**config.mk**
```make
export PLATFORM = sky130hd
export DESIGN_NAME = energy_meter_frame_decoder
export DESIGN_NICKNAME = d
export VERILOG_FILES = /design/src/rtl/emfd_pkg.sv /design/src/rtl/emfd_divider.sv /design/src/rtl/energy_meter_frame_decoder.sv
export SDC_FILE = /design/constraint.sdc
export NUM_CORES = 2
export LEC_CHECK = 0
export BUFFER_PORTS_ARGS = -buffer_cell sky130_fd_sc_hd__clkbuf_2
export CAP_MARGIN = 20
export CELL_PAD_IN_SITES_DETAIL_PLACEMENT = 0
export CELL_PAD_IN_SITES_GLOBAL_PLACEMENT = 1
export CORE_UTILIZATION = 48
export CTS_CLUSTER_DIAMETER = 200
export DETAILED_ROUTE_END_ITERATION = 10
export PLACE_DENSITY_LB_ADDON = 0.1
export SLEW_MARGIN = 20
export SYNTH_ARGS = -nofsm -noshare
export SYNTH_HDL_FRONTEND = slang
export SYNTH_HIERARCHICAL = 1
export SYNTH_SLANG_ARGS = --single-unit
```
**constraint.sdc**
```tcl
create_clock -name i_clk -period 9.2 [get_ports i_clk]
set_clock_uncertainty 0.1 [all_clocks]
set_input_delay 0.46 -clock i_clk [delete_from_list [all_inputs] [get_ports i_clk]]
set_output_delay 0.46 -clock i_clk [all_outputs]
set_load 0.03 [all_outputs]
```
**src/rtl/emfd_pkg.sv**
```systemverilog
// Shared types and constants for the energy meter frame decoder.
package emfd_pkg;

    localparam logic [7:0] HDR_FIRST   = 8'h55;
    localparam logic [7:0] HDR_SECOND  = 8'h5A;
    localparam logic [4:0] LAST_POS    = 5'd21;
    localparam int         STORE_DEPTH = 22;
    localparam logic [23:0] MAX24      = 24'hFFFFFF;

    localparam logic [1:0] REG_MIN_V    = 2'd0;
    localparam logic [1:0] REG_PMARGIN  = 2'd1;
    localparam logic [1:0] REG_CMARGIN  = 2'd2;

    localparam logic [1:0] ST_GOOD     = 2'd0;
    localparam logic [1:0] ST_GARBAGE  = 2'd1;
    localparam logic [1:0] ST_CHECKSUM = 2'd2;

    // Request and reply between the sequencer and the shared divider.
    typedef struct packed {
        logic        start;
        logic [39:0] num;
        logic [23:0] den;
    } t_div_req;

    typedef struct packed {
        logic        done;
        logic [23:0] quo;
    } t_div_rsp;

endpackage

```
**src/rtl/emfd_divider.sv**
```systemverilog
// Restoring divider, one quotient bit a cycle, saturating to 24 bits.
module emfd_divider
    import emfd_pkg::*;
(
    input  logic     i_clk,
    input  logic     i_rst_n,
    input  t_div_req i_req,
    output t_div_rsp o_rsp
);

    logic [39:0] r_num;
    logic [24:0] r_rem;
    logic [39:0] r_quo;
    logic [23:0] r_den;
    logic [5:0]  r_cnt;
    logic        r_busy;
    logic        r_done;
    logic [24:0] trial;
    logic [25:0] diff;

    always_comb begin
        trial = {r_rem[23:0], r_num[39]};
        diff  = {1'b0, trial} - {2'b00, r_den};
    end

    always_ff @(posedge i_clk) begin
        if (!i_rst_n) begin
            r_busy <= 1'b0;
            r_done <= 1'b0;
            r_cnt  <= '0;
        end else begin
            r_done <= 1'b0;
            if (i_req.start) begin
                r_busy <= 1'b1;
                r_num  <= i_req.num;
                r_den  <= i_req.den;
                r_rem  <= '0;
                r_quo  <= '0;
                r_cnt  <= 6'd40;
            end else if (r_busy) begin
                // shift in next numerator bit, subtract where it fits
                r_num <= {r_num[38:0], 1'b0};
                if (!diff[25]) begin
                    r_rem <= diff[24:0];
                    r_quo <= {r_quo[38:0], 1'b1};
                end else begin
                    r_rem <= trial;
                    r_quo <= {r_quo[38:0], 1'b0};
                end
                r_cnt <= r_cnt - 6'd1;
                if (r_cnt == 6'd1) begin
                    r_busy <= 1'b0;
                    r_done <= 1'b1;
                end
            end
        end
    end

    always_comb begin
        o_rsp.done = r_done;
        if (r_den == '0 || r_quo[39:24] != '0) o_rsp.quo = MAX24;
        else o_rsp.quo = r_quo[23:0];
    end

endmodule

```
**src/rtl/energy_meter_frame_decoder.sv**
```systemverilog
// Top level of the energy meter serial frame decoder.
// Header and payload bytes: accepted one a cycle, input stays ready throughout a frame.
// Checksum byte of a good frame: three passes through the shared divider
// (launch, start, 40 quotient bits, done), then the multiply and compare states,
// after which the result is offered; a checksum failure is offered the cycle after the last byte.
// Input is held off until the result is taken. Reset (synchronous, active low) clears
// sync state and held values and restores the register defaults.
module energy_meter_frame_decoder
    import emfd_pkg::*;
#(
    parameter int FRAC_BITS = 8
) (
    input  logic        i_clk,
    input  logic        i_rst_n,
    input  logic        i_valid,
    output logic        o_ready,
    input  logic [7:0]  i_rx_byte,
    output logic        o_valid,
    input  logic        i_ready,
    output logic [23:0] o_voltage_out,
    output logic [23:0] o_current_out,
    output logic [23:0] o_power_out,
    output logic [1:0]  o_frame_status,
    input  logic        i_cfg_valid,
    output logic        o_cfg_ready,
    input  logic [1:0]  i_cfg_index,
    input  logic [15:0] i_cfg_data
);

    typedef enum logic [3:0] {
        S_HUNT, S_SECOND, S_COLLECT, S_DIV_START, S_DIV_WAIT,
        S_MUL_VI, S_MUL_M, S_CHECK, S_OUT
    } t_state;

    t_state r_state;
    logic [4:0]  r_pos;
    logic [7:0]  r_sum;
    logic [7:0]  r_store [STORE_DEPTH];
    logic [1:0]  r_qidx;
    logic [23:0] r_v, r_c, r_p;
    logic [47:0] r_vi;
    logic [55:0] r_pm_vi;
    logic [63:0] r_cm_p;
    logic [15:0] r_min_v;
    logic [7:0]  r_pmargin, r_cmargin;
    logic [23:0] r_hv, r_hc, r_hp;
    logic [1:0]  r_status;
    logic        r_divgo;

    t_div_req div_req;
    t_div_rsp div_rsp;
    logic [4:0]  base;
    logic [23:0] num_word, den_word;
    logic [47:0] p_shift;
    logic [39:0] min_shift;
    logic        in_acc;

    emfd_divider u_div (.i_clk, .i_rst_n, .i_req(div_req), .o_rsp(div_rsp));

    assign o_cfg_ready = 1'b1;
    assign in_acc = i_valid && o_ready;
    assign o_ready = (r_state == S_HUNT || r_state == S_SECOND || r_state == S_COLLECT);
    assign o_valid = (r_state == S_OUT);
    assign o_voltage_out = r_hv;
    assign o_current_out = r_hc;
    assign o_power_out = r_hp;
    assign o_frame_status = r_status;

    // Pick parameter and period words for the current quotient.
    always_comb begin
        base = 5'(6 * r_qidx);
        num_word = {r_store[base], r_store[base + 5'd1], r_store[base + 5'd2]};
        den_word = {r_store[base + 5'd3], r_store[base + 5'd4], r_store[base + 5'd5]};
        div_req.start = r_divgo;
        div_req.num = 40'({16'd0, num_word} << FRAC_BITS);
        div_req.den = den_word;
        p_shift = 48'({24'd0, r_p} << FRAC_BITS);
        min_shift = 40'({24'd0, r_min_v} << FRAC_BITS);
    end

    always_ff @(posedge i_clk) begin
        if (!i_rst_n) begin
            r_state <= S_HUNT;
            r_pos <= '0;
            r_sum <= '0;
            r_qidx <= '0;
            r_divgo <= 1'b0;
            r_hv <= '0;
            r_hc <= '0;
            r_hp <= '0;
            r_status <= ST_GOOD;
            r_min_v <= 16'd20;
            r_pmargin <= 8'd2;
            r_cmargin <= 8'd10;
        end else begin
            r_divgo <= 1'b0;
            if (i_cfg_valid) begin
                unique case (i_cfg_index)
                    REG_MIN_V:   r_min_v <= i_cfg_data;
                    REG_PMARGIN: r_pmargin <= i_cfg_data[7:0];
                    REG_CMARGIN: r_cmargin <= i_cfg_data[7:0];
                    default: ;
                endcase
            end
            unique case (r_state)
                S_HUNT: if (in_acc && i_rx_byte == HDR_FIRST) r_state <= S_SECOND;
                S_SECOND: if (in_acc) begin
                    if (i_rx_byte == HDR_SECOND) begin
                        r_state <= S_COLLECT;
                        r_pos <= '0;
                        r_sum <= '0;
                    end else if (i_rx_byte != HDR_FIRST) begin
                        r_state <= S_HUNT;
                    end
                end
                S_COLLECT: if (in_acc) begin
                    r_store[r_pos] <= i_rx_byte;
                    if (r_pos != LAST_POS) begin
                        r_sum <= r_sum + i_rx_byte;
                        r_pos <= r_pos + 5'd1;
                    end else if (r_sum != i_rx_byte) begin
                        r_status <= ST_CHECKSUM;
                        r_state <= S_OUT;
                    end else begin
                        r_qidx <= '0;
                        r_state <= S_DIV_START;
                    end
                end
                S_DIV_START: begin
                    r_divgo <= 1'b1;
                    r_state <= S_DIV_WAIT;
                end
                S_DIV_WAIT: if (div_rsp.done) begin
                    // store quotient, advance to next pair
                    case (r_qidx)
                        2'd0: r_v <= div_rsp.quo;
                        2'd1: r_c <= div_rsp.quo;
                        default: r_p <= div_rsp.quo;
                    endcase
                    if (r_qidx == 2'd2) r_state <= S_MUL_VI;
                    else begin
                        r_qidx <= r_qidx + 2'd1;
                        r_state <= S_DIV_START;
                    end
                end
                S_MUL_VI: begin
                    r_vi <= r_v * r_c;
                    r_cm_p <= 64'(p_shift * r_cmargin);
                    r_state <= S_MUL_M;
                end
                S_MUL_M: begin
                    r_pm_vi <= r_vi * r_pmargin;
                    r_state <= S_CHECK;
                end
                S_CHECK: begin
                    // plausibility: low voltage, excess power, excess current
                    if ({16'd0, r_v} < min_shift
                        || {8'd0, p_shift} > r_pm_vi
                        || {16'd0, r_vi} > r_cm_p) begin
                        r_status <= ST_GARBAGE;
                    end else begin
                        r_status <= ST_GOOD;
                        r_hv <= r_v;
                        r_hc <= r_c;
                        r_hp <= r_p;
                    end
                    r_state <= S_OUT;
                end
                S_OUT: if (i_ready) begin
                    r_state <= S_HUNT;
                    r_pos <= '0;
                end
                default: r_state <= S_HUNT;
            endcase
        end
    end

    // Result stays offered with a steady status until taken.
    a_out_hold: assert property (@(posedge i_clk) disable iff (!i_rst_n)
        o_valid && !i_ready |=> o_valid && $stable(o_frame_status))
        else $error("result dropped while stalled");
    // Divider is only started from its launch state.
    a_div_start: assert property (@(posedge i_clk) disable iff (!i_rst_n)
        r_divgo |-> $past(r_state) == S_DIV_START)
        else $error("divider started out of sequence");
    // No input taken while a result waits.
    a_no_in: assert property (@(posedge i_clk) disable iff (!i_rst_n)
        o_valid |-> !o_ready)
        else $error("input ready during result");

endmodule

```
==> out/metrics.csv <==
metric,value,unit
die_y,371.8,um
final-setup-viol-count,0,
post-route-min-period,8157,ps
layout-drive-gt1-share,0.09308,
critical_path_required,9540,ps
final_nets,7602,
cts_setup_buffers,0,
clk-insertion-delay-late,710,ps
holdCritPathClass,in2reg,
timing.critical_path.to_type,register,
worst-endpoint-arrival,8490,ps
antenna_found_initial,12,
tritoncts.num_buffers,78,
final_hold_viol_count,0,
synth.distinct_cells,92,
yosys.area.top_type,fa_1,
worst_r2r_path_depth,23,
syn-cell-area,65630,um^2
hold_path_stages,3,
detail-route-antenna-nets,0,
worst-slew-pin-transition,1140,ps
timing.fmax,122.6,MHz
regToRegSetupSlack,1040,ps
routed_wire_length_per_instance,22.41,um
crit_chain,buf_4 -> nand2_1 -> fa_1 -> fa_1 -> inv_1 -> fa_1 -> fa_1 -> fa_1 -> fa_1 -> inv_1 -> fa_1 -> inv_1 -> ha_1 -> a21oi_1 -> o21ai_0 -> a221oi_1 -> o221ai_1 -> a21oi_1 -> o211ai_1 -> nand2_1 -> o21ai_0 -> a21oi_1 -> xnor2_1,
critPathKind,reg2reg,
timing.critical_path.slowest_stage_cell,edfxtp_1,
min-delay-start,i_cfg_data[6],
placed_cell_area,68020,um^2
grt_pass1_wl,284000,um
area_growth,7.853,%
fillers,12420,
multi_input_area,42700,um^2
placeableCoreArea,135600,um^2
final_util,0.5218,
core.rowCount,135,
post-route-drc-count,0,
first_global_vias,47460,
power_density,123.3,nW/um^2
synth_cell_count_leaders,"inv_1, fa_1, nand2_1",
synth_enable_flop_cells,512,
ir_worst_vdd,0.1474,mV
postSynthRegisterBits,646,
die_x,371.8,um
cts_tree,done,
design.die.area,138200,um^2
half_perimeter_wire_length_after_placement,137500,um
yosysWarningCount,6,
cts-htree-levels,3,
outcome,completed,
worstPathMaxFanout,20,
r2r-end,r_vi[44]$_DFFE_PP_,
maxSlewViolCount,0,
grt_usage,0.2725,
dr.pass1.iters,6,
min_to,r_min_v[6]$_SDFFE_PN0P_,
post_synth_main_area_contributors,"fa_1, edfxtp_1, ha_1",
path_clk_slew,60,ps
dr.first_iter.drc_count,3047,
gp_congestion,0.8600,
crit_start,r_v[12]$_DFFE_PP_,
dominantRegCellSynth,edfxtp_1,
cellLeakagePower,30.93,nW
clock_sink_count,646,
detail_route.wirelength,181800,um
post_drt_via_cell_ratio,5.511,
startpoint_type_of_the_worst_setup_path,register,
drv.max_cap_violation_count,0,
cts.root.buffer_cell,clkbuf_16,
rr_startpoint,r_v[12]$_DFFE_PP_,
finish.instance_area,70780,um^2
slowest_delay,1040,ps
cts-root-to-sink-buffers,3,
tns,0,ps
regArea,18070,um^2
grt_overflow,0,
slew_headroom,0.2375,
worst_path_most_repeated_cell,fa_1,
io_pins,108,
grt_max_degree,78,
floorplan.initialDensity,0.4838,
post_synth_inst_count,6255,
syn_avg_cell_area,10.49,um^2
port_buffers,106,
postSynth.asyncResetShare,0,
final_period_utilization,0.8866,
dr_total_vias,44710,
grt_setup_unrepaired,false,
yosys.area.top_type_share,0.2721,
synth_seq_area_share,0.2752,
yosys.cell_count.top_type,inv_1,
==> report_power, final <==
part / switching (W) / internal [W] / leakage [nW]
clock network: 0.00136 / 0.00178 / 1.25
logic: 0.00139 / 0.000940 / 24.3
registers: 0.0000125 / 0.00325 / 5.38
total: 0.00276 / 0.00597 / 30.9
==> final cells by class <==
cell class / count / share of cell area
sequential: 646 / 0.2553
clock buffer: 93 / 0.02880
tap: 1781 / 0.03148
multi-input combinational: 4316 / 0.6033
clock inverter: 52 / 0.008149
inverter: 1012 / 0.05367
timing repair buffer: 209 / 0.01922
antenna: 3 / 0.0001061
==> worst max-delay path by stage <==
stage,to,slack [ps],cells past startpoint
after floorplan,r_vi[47]$_DFFE_PP_,2290,25
after global placement,r_vi[38]$_DFFE_PP_,1170,23
after detailed placement,r_vi[38]$_DFFE_PP_,1130,24
after CTS,r_vi[38]$_DFFE_PP_,1100,24
after global routing,r_vi[46]$_DFFE_PP_,620,26
final,r_vi[44]$_DFFE_PP_,1040,23
==> cell families (layout without fill, tap and decap cells) <==
logic type      Yosys count  count (layout)  share of synthesized area
buf+inv                1308            1366                    0.07636
compound gates          616             616                    0.06152
other cells               2              20                  0.0001144
mux                     287             287                    0.06648
xor+xnor                149             149                    0.01989
simple gates           1939            1939                     0.1491
flops                   646             646                     0.2752
fa+ha+maj              1308            1308                     0.3514
==> timing repair <==
action,4_1_cts,5_1_grt
gates resized for setup,0,0
hold buffers,11,0
hold endpoints to repair,12,0
==> worst max-delay path, delay by kind of cell, from the launching register on <==
| kind | cells | cell delay (ps) |
|---|---|---|
| buffers and inverters | 4 | 450 |
| DFF | 1 | 1040 |
| xor gates and xnor gates | 1 | 70 |
| AOI/OAI and AO/OA | 8 | 2110 |
| and+or+nand+nor | 2 | 180 |
| adders and majority gates | 8 | 3950 |
==> flip-flops by register name, summed over array words and instances, names as in the netlist, 5 cells and up <==
name / cells
r_store: 176
r_pos: 5
r_min_v: 16
o_power_out: 24
o_current_out: 24
u_div/r_cnt: 6
u_div/r_rem: 24
r_sum: 8
r_v: 24
r_pm_vi: 56
r_cm_p: 32
r_c: 24
r_vi: 48
u_div/r_quo: 40
r_p: 24
u_div/r_num: 40
o_voltage_out: 24
u_div/r_den: 24
r_pmargin: 8
r_cmargin: 8
==> layer usage <==
layer | vias to the layer above | GRT usage | part of all wire | wire length [um]
li1 | 20190 | - | - | -
met1 | 23190 | 0.3678 | 0.43 | 78080
met2 | 1094 | 0.4626 | 0.49 | 89210
met3 | 233 | 0.03181 | 0.052 | 9438
met4 | 8 | 0.07692 | 0.028 | 5009
met5 | - | 0 | 0.00030 | 54
==> layout by cell type, fill, tap and decap left out, types with 17 or more instances in the layout <==
cell type	netlist	layout
a211oi_1	31	31
a21boi_0	23	23
a21o_1	95	95
a21oi_1	207	206
and2_1	556	554
and3_1	19	19
buf_4	4	89
clkbuf_16	0	78
clkbuf_2	0	105
conb_1	2	17
dfxtp_1	134	128
edfxtp_1	512	512
fa_1	892	892
ha_1	416	413
inv_1	1012	1012
mux2_2	71	71
mux2i_1	104	104
mux4_2	112	112
nand2_1	819	819
nand2b_1	19	19
nand3_1	35	35
nand4_1	40	40
nor2_1	136	131
nor2b_1	167	167
nor3_1	36	36
nor4_1	28	28
o211ai_1	19	19
o21a_1	23	22
o21ai_0	100	99
o21bai_1	17	17
or2_2	28	28
xnor2_1	98	97
xor2_1	51	51
==> metrics by stage <==
step	hold slack [ps]	cells	power, W	setup WS (ps)
after floorplan	343.5	6270	0.005052	2285
after global placement	359.1	7949	0.005661	1168
after detailed placement	364.2	7951	0.005657	1131
after CTS	5.199	8107	0.008828	1103
after global routing	37.56	8110	0.009200	619.0
final	31.04	8112	0.008731	1043
Power figures use the tool's default switching activity.
